## config.mk

```make
export PLATFORM = sky130hd
export DESIGN_NAME = hue_to_rgb_bytes
export DESIGN_NICKNAME = d
export VERILOG_FILES = /design/src/hrgb_pkg.sv /design/src/hrgb_front.sv /design/src/hrgb_shade.sv /design/src/hue_to_rgb_bytes.sv
export SDC_FILE = /design/constraint.sdc
export NUM_CORES = 2
export LEC_CHECK = 0
export ABC_AREA = 0
export ABC_CLOCK_PERIOD_IN_PS = 10300
export BUFFER_PORTS_ARGS = -buffer_cell sky130_fd_sc_hd__buf_4
export CORE_ASPECT_RATIO = 0.8
export CORE_MARGIN = 10
export CORE_UTILIZATION = 61
export DETAILED_ROUTE_END_ITERATION = 6
export PLACE_DENSITY_LB_ADDON = 0.12
export SLEW_MARGIN = 20
export SYNTH_ARGS = -nofsm -noshare
export SYNTH_HDL_FRONTEND = slang
export SYNTH_SLANG_ARGS = --single-unit
export TNS_END_PERCENT = 5
```

## constraint.sdc

```tcl
create_clock -name clk -period 10.3 [get_ports clk]
set_clock_uncertainty 0.1 [all_clocks]
set_input_delay 2.575 -clock clk [delete_from_list [all_inputs] [get_ports clk]]
set_output_delay 2.575 -clock clk [all_outputs]
set_load 0.02 [all_outputs]
```

## src/hrgb_pkg.sv

```systemverilog
// Package with the item types, fixed-point constants and helper functions of the colour converter.
package hrgb_pkg;

  localparam int FRAC_BITS = 16;
  localparam int QW = FRAC_BITS + 1;
  localparam int VW = FRAC_BITS + 2;
  localparam int IN_W = 17;
  localparam int SCALE_UP = (FRAC_BITS >= 16) ? FRAC_BITS - 16 : 0;
  localparam int SCALE_DN = (FRAC_BITS >= 16) ? 0 : 16 - FRAC_BITS;
  localparam logic [IN_W-1:0] ONE_Q16 = IN_W'(65536);
  localparam logic [QW-1:0] ONE_F = QW'(1) << FRAC_BITS;

  typedef struct packed {
    logic [15:0]     hue;
    logic [IN_W-1:0] brightness;
    logic [IN_W-1:0] saturation;
  } in_item_t;

  typedef struct packed {
    logic [7:0] red_byte;
    logic [7:0] green_byte;
    logic [7:0] blue_byte;
  } out_item_t;

  typedef enum logic [2:0] {
    SEC_RED_MAG    = 3'd0,
    SEC_RED_YEL    = 3'd1,
    SEC_GRN_YEL    = 3'd2,
    SEC_GRN_CYN    = 3'd3,
    SEC_BLU_CYN    = 3'd4,
    SEC_BLU_MAG    = 3'd5
  } sector_t;

  function automatic logic [QW-1:0] scale_q16(input logic [IN_W-1:0] x);
    logic [IN_W+23:0] t;
    t = {24'b0, x};
    t = (t << SCALE_UP) >> SCALE_DN;
    return t[QW-1:0];
  endfunction

  function automatic logic [7:0] to_byte(input logic [VW-1:0] v);
    logic [7:0] res;
    if (v[VW-1:FRAC_BITS] != '0) begin
      res = 8'hFF;
    end else begin
      res = v[FRAC_BITS-1 -: 8];
    end
    return res;
  endfunction

endpackage

```

## src/hrgb_front.sv

```systemverilog
// First pipeline stage: clamping, sector split of the hue and base colour selection.
module hrgb_front (
  input  logic                    clk,
  input  logic                    en,
  input  hrgb_pkg::in_item_t      item,
  output logic [hrgb_pkg::QW-1:0] b_r,
  output logic [hrgb_pkg::QW-1:0] s_r,
  output logic [hrgb_pkg::QW-1:0] d_r,
  output logic [hrgb_pkg::QW-1:0] cr_r,
  output logic [hrgb_pkg::QW-1:0] cg_r,
  output logic [hrgb_pkg::QW-1:0] cb_r
);

  logic [hrgb_pkg::IN_W-1:0] bc;
  logic [hrgb_pkg::IN_W-1:0] sc;
  logic [hrgb_pkg::QW-1:0]   b_nxt;
  logic [hrgb_pkg::QW-1:0]   s_nxt;
  logic [hrgb_pkg::QW-1:0]   d_nxt;
  logic [hrgb_pkg::QW-1:0]   cr_nxt;
  logic [hrgb_pkg::QW-1:0]   cg_nxt;
  logic [hrgb_pkg::QW-1:0]   cb_nxt;
  logic [hrgb_pkg::QW-1:0]   f;
  logic [hrgb_pkg::QW-1:0]   nf;
  logic [18:0]               h6;
  hrgb_pkg::sector_t         sector;

  always_comb begin
    bc = (item.brightness > hrgb_pkg::ONE_Q16) ? hrgb_pkg::ONE_Q16 : item.brightness;
    sc = (item.saturation > hrgb_pkg::ONE_Q16) ? hrgb_pkg::ONE_Q16 : item.saturation;
    b_nxt = hrgb_pkg::scale_q16(bc);
    s_nxt = hrgb_pkg::scale_q16(sc);
    d_nxt = (b_nxt > s_nxt) ? b_nxt - s_nxt : '0;
    h6 = {3'b0, item.hue} * 19'd6;
    sector = hrgb_pkg::sector_t'(h6[18:16]);
    f = hrgb_pkg::scale_q16({1'b0, h6[15:0]});
    nf = hrgb_pkg::ONE_F - f;
    case (sector)
      hrgb_pkg::SEC_RED_MAG: begin
        cr_nxt = hrgb_pkg::ONE_F; cg_nxt = '0; cb_nxt = nf;
      end
      hrgb_pkg::SEC_RED_YEL: begin
        cr_nxt = hrgb_pkg::ONE_F; cg_nxt = f; cb_nxt = '0;
      end
      hrgb_pkg::SEC_GRN_YEL: begin
        cr_nxt = nf; cg_nxt = hrgb_pkg::ONE_F; cb_nxt = '0;
      end
      hrgb_pkg::SEC_GRN_CYN: begin
        cr_nxt = '0; cg_nxt = hrgb_pkg::ONE_F; cb_nxt = f;
      end
      hrgb_pkg::SEC_BLU_CYN: begin
        cr_nxt = '0; cg_nxt = nf; cb_nxt = hrgb_pkg::ONE_F;
      end
      default: begin
        cr_nxt = f; cg_nxt = '0; cb_nxt = hrgb_pkg::ONE_F;
      end
    endcase
  end

  always_ff @(posedge clk) begin
    if (en) begin
      b_r  <= b_nxt;
      s_r  <= s_nxt;
      d_r  <= d_nxt;
      cr_r <= cr_nxt;
      cg_r <= cg_nxt;
      cb_r <= cb_nxt;
    end
  end

endmodule

```

## src/hrgb_shade.sv

```systemverilog
// Two multiply stages that shade one colour channel.
module hrgb_shade (
  input  logic                    clk,
  input  logic                    en,
  input  logic [hrgb_pkg::QW-1:0] b,
  input  logic [hrgb_pkg::QW-1:0] s,
  input  logic [hrgb_pkg::QW-1:0] d,
  input  logic [hrgb_pkg::QW-1:0] c,
  output logic [hrgb_pkg::VW-1:0] v_r
);

  logic [2*hrgb_pkg::QW-1:0] dc;
  logic [hrgb_pkg::QW-1:0]   p_nxt;
  logic [hrgb_pkg::QW-1:0]   p_r;
  logic [hrgb_pkg::QW-1:0]   s_r;
  logic [hrgb_pkg::QW-1:0]   b_r;
  logic [hrgb_pkg::QW:0]     inner;
  logic [2*hrgb_pkg::QW:0]   bv;
  logic [hrgb_pkg::VW-1:0]   v_nxt;

  always_comb begin
    dc = {{hrgb_pkg::QW{1'b0}}, d} * {{hrgb_pkg::QW{1'b0}}, c};
    p_nxt = dc[hrgb_pkg::FRAC_BITS +: hrgb_pkg::QW];
    inner = {1'b0, p_r} + {1'b0, s_r};
    bv = {{(hrgb_pkg::QW+1){1'b0}}, b_r} * {{hrgb_pkg::QW{1'b0}}, inner};
    v_nxt = bv[hrgb_pkg::FRAC_BITS +: hrgb_pkg::VW];
  end

  always_ff @(posedge clk) begin
    if (en) begin
      p_r <= p_nxt;
      s_r <= s;
      b_r <= b;
      v_r <= v_nxt;
    end
  end

endmodule

```

## src/hue_to_rgb_bytes.sv

```systemverilog
// Top level of the hue, brightness and saturation to RGB byte converter.
// An accepted item passes through the front stage, the two shade stages and the output register to its result.
// Throughput is one item per cycle; the four register stages advance together when not stalled.
// The whole pipeline holds while the output register is full and stalled.
// Synchronous active-low reset clears the valid bits only; data registers are not reset.
module hue_to_rgb_bytes (
  input  logic                 clk,
  input  logic                 rst_n,
  input  logic                 in_valid,
  output logic                 in_stall,
  input  hrgb_pkg::in_item_t   in_item,
  output logic                 out_valid,
  input  logic                 out_stall,
  output hrgb_pkg::out_item_t  out_item
);

  logic                    en;
  logic                    v1_r;
  logic                    v2_r;
  logic                    v3_r;
  logic                    out_valid_r;
  hrgb_pkg::out_item_t     out_item_r;
  hrgb_pkg::out_item_t     out_item_nxt;
  logic [hrgb_pkg::QW-1:0] b1;
  logic [hrgb_pkg::QW-1:0] s1;
  logic [hrgb_pkg::QW-1:0] d1;
  logic [hrgb_pkg::QW-1:0] cr1;
  logic [hrgb_pkg::QW-1:0] cg1;
  logic [hrgb_pkg::QW-1:0] cb1;
  logic [hrgb_pkg::VW-1:0] vr;
  logic [hrgb_pkg::VW-1:0] vg;
  logic [hrgb_pkg::VW-1:0] vb;

  assign en = !out_valid_r || !out_stall;
  assign in_stall = !en;
  assign out_valid = out_valid_r;
  assign out_item = out_item_r;

  hrgb_front u_front (
    .clk  (clk),
    .en   (en),
    .item (in_item),
    .b_r  (b1),
    .s_r  (s1),
    .d_r  (d1),
    .cr_r (cr1),
    .cg_r (cg1),
    .cb_r (cb1)
  );

  hrgb_shade u_shade_r (
    .clk (clk), .en (en), .b (b1), .s (s1), .d (d1), .c (cr1), .v_r (vr)
  );

  hrgb_shade u_shade_g (
    .clk (clk), .en (en), .b (b1), .s (s1), .d (d1), .c (cg1), .v_r (vg)
  );

  hrgb_shade u_shade_b (
    .clk (clk), .en (en), .b (b1), .s (s1), .d (d1), .c (cb1), .v_r (vb)
  );

  always_comb begin
    out_item_nxt.red_byte   = hrgb_pkg::to_byte(vr);
    out_item_nxt.green_byte = hrgb_pkg::to_byte(vg);
    out_item_nxt.blue_byte  = hrgb_pkg::to_byte(vb);
  end

  always_ff @(posedge clk) begin
    if (!rst_n) begin
      v1_r        <= 1'b0;
      v2_r        <= 1'b0;
      v3_r        <= 1'b0;
      out_valid_r <= 1'b0;
    end else if (en) begin
      v1_r        <= in_valid;
      v2_r        <= v1_r;
      v3_r        <= v2_r;
      out_valid_r <= v3_r;
    end
  end

  always_ff @(posedge clk) begin
    if (en) begin
      out_item_r <= out_item_nxt;
    end
  end

endmodule
```

* After elaboration in Yosys (flattened, before gate mapping) *
Index checks and enable logic that the tools add are counted.

operators by class
  $add $sub $neg = 5
  multipliers = 7
  order comparisons = 3
  equal/unequal tests = 4
  muxes and demuxes = 5
  reductions and logical operators = 12

operators with widths
  operator                                                count
  one-hot mux 17 bit (3 select lines)                     3
  multiplier 17 x 18 -> 34 bit                            3
  multiplier 17 x 17 -> 33 bit                            3
  adder 17 x 17 -> 18 bit                                 3
  greater-than comparator 17 bit (second input constant)  2
  two-way mux 17 bit                                      2
  multiplier 16 x 2 -> 18 bit (second input constant)     1
  greater-than comparator 17 bit                          1
  subtractor 17 x 16 -> 17 bit (first input constant)     1
  subtractor 17 bit                                       1
  OR reduction 2 bit                                      4
  == test 3 x 2 -> 1 bit (second input constant)          2
  nonzero test 2 bit                                      3
  == test 3 x 1 -> 1 bit (second input constant)          1
  == test 3 bit (second input constant)                   1
  logical NOT 1 bit                                       3
  logical NOT 3 bit                                       1
  logical OR 1 bit                                        1

storage, ports and cells
  flip-flop bits (word level) = 269
  input bits = 54
  output and inout bits = 26
  logic and storage cells = 57

* Depth between registers and ports, before layout *
  depth in word-level cells = 4
  mapped depth = 34
  gate-level depth less buffers = 34

* Modules after synthesis *
From an unflattened synthesis, not the netlist that was laid out.

unflattened totals
  cells, all modules = 7371
  area total of the unflattened synthesis = 70093.5 um^2

by module, submodules not included
  module                   instances  cells an instance  area an instance (um^2)  seq. area each (um^2)
  hrgb_shade at u_shade_b  1          2240               20960.1                  2072.0
  hrgb_shade at u_shade_r  1          2231               20943.8                  2072.0
  hrgb_shade at u_shade_g  1          2235               20896.3                  2072.0
  hrgb_front               1          602                6268.5                   2972.9
  hue_to_rgb_bytes         1          63                 1024.7                   800.8

* Worst setup path after synthesis *
Ideal clock, no wire load.

  path kind = input port to output port
  start = input port out_stall
  end = output port in_stall
  arrival time = 8.940 ns
  data required time = 7.625 ns
  setup slack = -1.315 ns
  stages on the path = 2
  buffers on the path = 0
  cells stage by stage = nand2_1 > inv_1

on the way
  longest elaborated chain between the ends = 3

RTL lines
  what                RTL line                source
  start: declaration  hue_to_rgb_bytes.sv:13  input logic out_stall,
  logical NOT 1 bit   hue_to_rgb_bytes.sv:34  assign en = !out_valid_r || !out_stall;
  logical OR 1 bit    hue_to_rgb_bytes.sv:34
  logical NOT 1 bit   hue_to_rgb_bytes.sv:35  assign in_stall = !en;
  end: declaration    hue_to_rgb_bytes.sv:10  output logic in_stall,

No other way between the ends.

==> results.yml <==
cts:
  cts_resized: 0
  cts_setup_buffers: 0
  cts-htree-levels: 1
  clk_path_buf_depth: 3
  root_buffer: "clkbuf_16"
  cts_buffers: 30
  clock_sinks: 242
  cts.clk_slew.worst_paths_ns: 0.06
  cts_tree: "done"
  hold_buffers: 0
  clk_latency_ns: 0.64
worst_setup_path:
  reg2reg_setup_slack_ns: 0.65
  r2r_cells: 32
  reg2reg_from: "u_shade_r.s_r[0]"
  cp_slowest_stage_delay_ns: 0.66
  setup.worst_path.start_class: "flop"
  criticalPathCategory: "flop to flop"
  cp-end-kind: "flop"
  critPathRequiredTime_ns: 10.56
  slowest_stage: "o41ai_1"
  cp_max_fo: 9
  r2r_end: "u_shade_g.v_r[17]"
  crit_family: "adder cells"
  critical_path_arrival_ns: 9.90
  path_buf_inv: 5
  path_common_cell: "fa_1"
synthesis:
  ys_seq_area_share_pct: 10.79
  ys_seq_elements: 242
  synth_cell_types: 80
  synth_mux_area_share_pct: 0.2876
  synth-xor-area-share_pct: 2.105
  yosys.area_share.simple_pct: 16.68
  async_flop_share_pct: 0
  synth_top_family_by_area: "adder cells"
  postSynthCellCount: 7346
  synth_area_leader_cell: "fa_1"
  yosysTopAreaCellShare_pct: 39.77
  synth_nets: 9459
  netlist_area_um2: 66990
  synth-edff-count: 238
  ys_warn_count: 0
  yosys.area_share.adder_pct: 53.37
  avgSynthCellArea_um2: 9.120
  synth_compound_area_share_pct: 5.201
  synth_area_leaders: "fa_1, ha_1, edfxtp_1"
  yosys_most_used_dff: "edfxtp_1"
global_route:
  antenna_found_initial: 11
  met1_usage_pct: 42.59
  grt_remaining_overflow: 0
  grt-busiest-layer: "met2"
  grt_pass1_wl_mm: 287.0
  grt_pass1_vias: 51927
  gr-usage-met3_pct: 7.073
  track_usage_pct: 29.43
  grt_util_met2_pct: 44.95
  grt_max_degree: 105
floorplanning:
  die_h_um: 316.4
  die-width_um: 390.5
  rows: 108
  die_area_um2: 123600
  initial_core_util_pct: 61.59
  num_io_pins: 80
  core_um2: 108800
status:
  status: "finished clean"
hold_path:
  whs_path_depth: 0
  hp-class: "flop to flop"
  holdPathEnd: "u_shade_r.b_r[15]"
  holdCritStartpoint: "u_front.b_r[15]"
routing:
  via_count: 49011
  vias_per_cell: 5.654
  wl_per_cell_um: 20.45
  ant_nets: 0
  drt-initial-drc-count: 4134
  routed_wl_mm: 177.3
  drc: 0
  drtPass1Iterations: 6
layout:
  drive_gt1_share_pct: 4.008
  fill_cells: 9061
  ff_latch_area_um2: 7227
  syn2layout_area_growth_pct: 4.619
  multiInputGateArea_um2: 52100
  fin_nets: 9327
sta:
  whs_ns: 0.3169
  fin_tns_setup_ns: 0
  fin_ws_ns: 0.6525
  rsz0062_at_grt: "no"
  period_share_pct: 93.67
  maxSlewViolCount: 0
  setup_viol: 0
  fmax_mhz: 103.7
  finalCriticalPeriod_ns: 9.648
  tightest_slew_ns: 1.182
  max_slew_margin_pct: 21.21
  hold_viol: 0
placed_design:
  io_buffers: 79
  place_worst_setup_slack_ns: 0.7140
  gp_congestion: 0.9419
  dp_hpwl_mm: 137.7
run:
  maxCapViolCount: 0
cells in the final DEF, fill, tap and decap left out, types with 51 or more instances in the layout:
| master | n |
|---|---|
| o21ai_0 | 106 |
| buf_4 | 188 |
| nor3_1 | 54 |
| nand2_1 | 1105 |
| nor2b_1 | 69 |
| nor2_1 | 111 |
| a21oi_1 | 119 |
| fa_1 | 1331 |
| ha_1 | 728 |
| nand3_1 | 51 |
| edfxtp_1 | 238 |
| inv_1 | 1705 |
| and2_1 | 699 |
| xnor2_1 | 113 |
kinds of logic (layout without fill, tap and decap cells):
logic type	after synthesis	after routing
simple gates	2284	2284
buf+inv	2063	1952
fa+ha+maj	2059	2059
compound gates	519	519
flops	242	242
xor+xnor	161	161
mux	18	18
other cells	0	4
cell usage after synthesis, types with 7 or more instances:
library cell / count
inv_1: 1705
o21bai_1: 17
fa_1: 1331
o2111ai_1: 7
nand2_1: 1106
nand4_1: 32
a211oi_1: 17
mux2_2: 10
a31oi_1: 31
o21ai_0: 106
nor4_1: 14
edfxtp_1: 238
o311ai_0: 12
xnor2_1: 117
nor2_1: 115
ha_1: 728
or3_1: 36
a211o_1: 7
mux2i_1: 8
a21boi_0: 10
nor3b_1: 8
o311a_1: 8
clkbuf_1: 349
a22oi_1: 7
nor2b_1: 69
a21o_1: 50
a21oi_1: 119
o21a_1: 20
a2111oi_0: 9
nand3_1: 51
o211ai_1: 13
nand2b_1: 40
nor3_1: 54
and3_1: 22
nand3b_1: 23
o22ai_1: 11
xor2_1: 44
and2_1: 699
state kept, by name, summed over array words and instances, names as in the netlist, 10 cells and up:
signal and flops:
u_shade_r.p_r 17, u_shade_b.p_r 17, u_shade_r.s_r 17, u_front.d_r 17, u_shade_b.v_r 10, u_front.cg_r 16
u_shade_g.v_r 10, u_front.cb_r 16, u_front.cr_r 16, u_front.b_r 17, u_shade_g.p_r 17, out_item 24
u_shade_r.b_r 17, u_shade_r.v_r 10, u_front.s_r 17
worst register-to-register path: cells and delay by family (launching register included):
family                     cells  cell delay (ns)
AOI/OAI and AO/OA             12             3.19
xor gates and xnor gates       3             0.81
adders and majority gates      9             3.98
buffers and inverters          5             0.52
DFF                            1             0.40
and+or+nand+nor                3             0.39
area by class of cell:
cell class	count	area share (%)
diodes	4	0.01428
clock buffers	31	1.076
clock inverters	22	0.4177
inverters	1706	9.137
multi-input cells	5041	74.33
flip-flops and latches	242	10.31
well taps	1430	2.553
repair buffers	193	2.156
per-layer routing:
layer | part of all wire (%) | wire [um]
met1 | 44 | 77510
met2 | 43 | 76860
met3 | 11 | 18970
met4 | 2.2 | 3934
met5 | 0.0062 | 11
worst max path at each step:
stage	startpoint	endpoint	slack [ns]	cells after the start
finish	u_shade_r.s_r[0]	u_shade_g.v_r[17]	0.65	32
global route	u_shade_r.s_r[0]	u_shade_g.v_r[17]	0.08	32
CTS	u_shade_r.s_r[0]	u_shade_g.v_r[17]	0.66	32
detailed placement	u_shade_r.s_r[0]	u_shade_g.v_r[17]	0.71	32
global placement	u_shade_r.s_r[0]	u_shade_g.v_r[17]	1.01	32
floorplan	out_stall	in_stall	1.38	2
through the flow:
stage,util [%],instance area [um2],std cells
5_1_grt,64.42,70080,8665
6_report,64.43,70090,8669
3_5_place_dp,63.46,69030,8612
4_1_cts,64.42,70080,8665
2_1_floorplan,-,67000,7346
3_3_place_gp,63.46,69030,8612
Power is left out: the tool's default activity adds up to more than one toggle a clock period on the data nets, which glitch-free logic cannot reach.
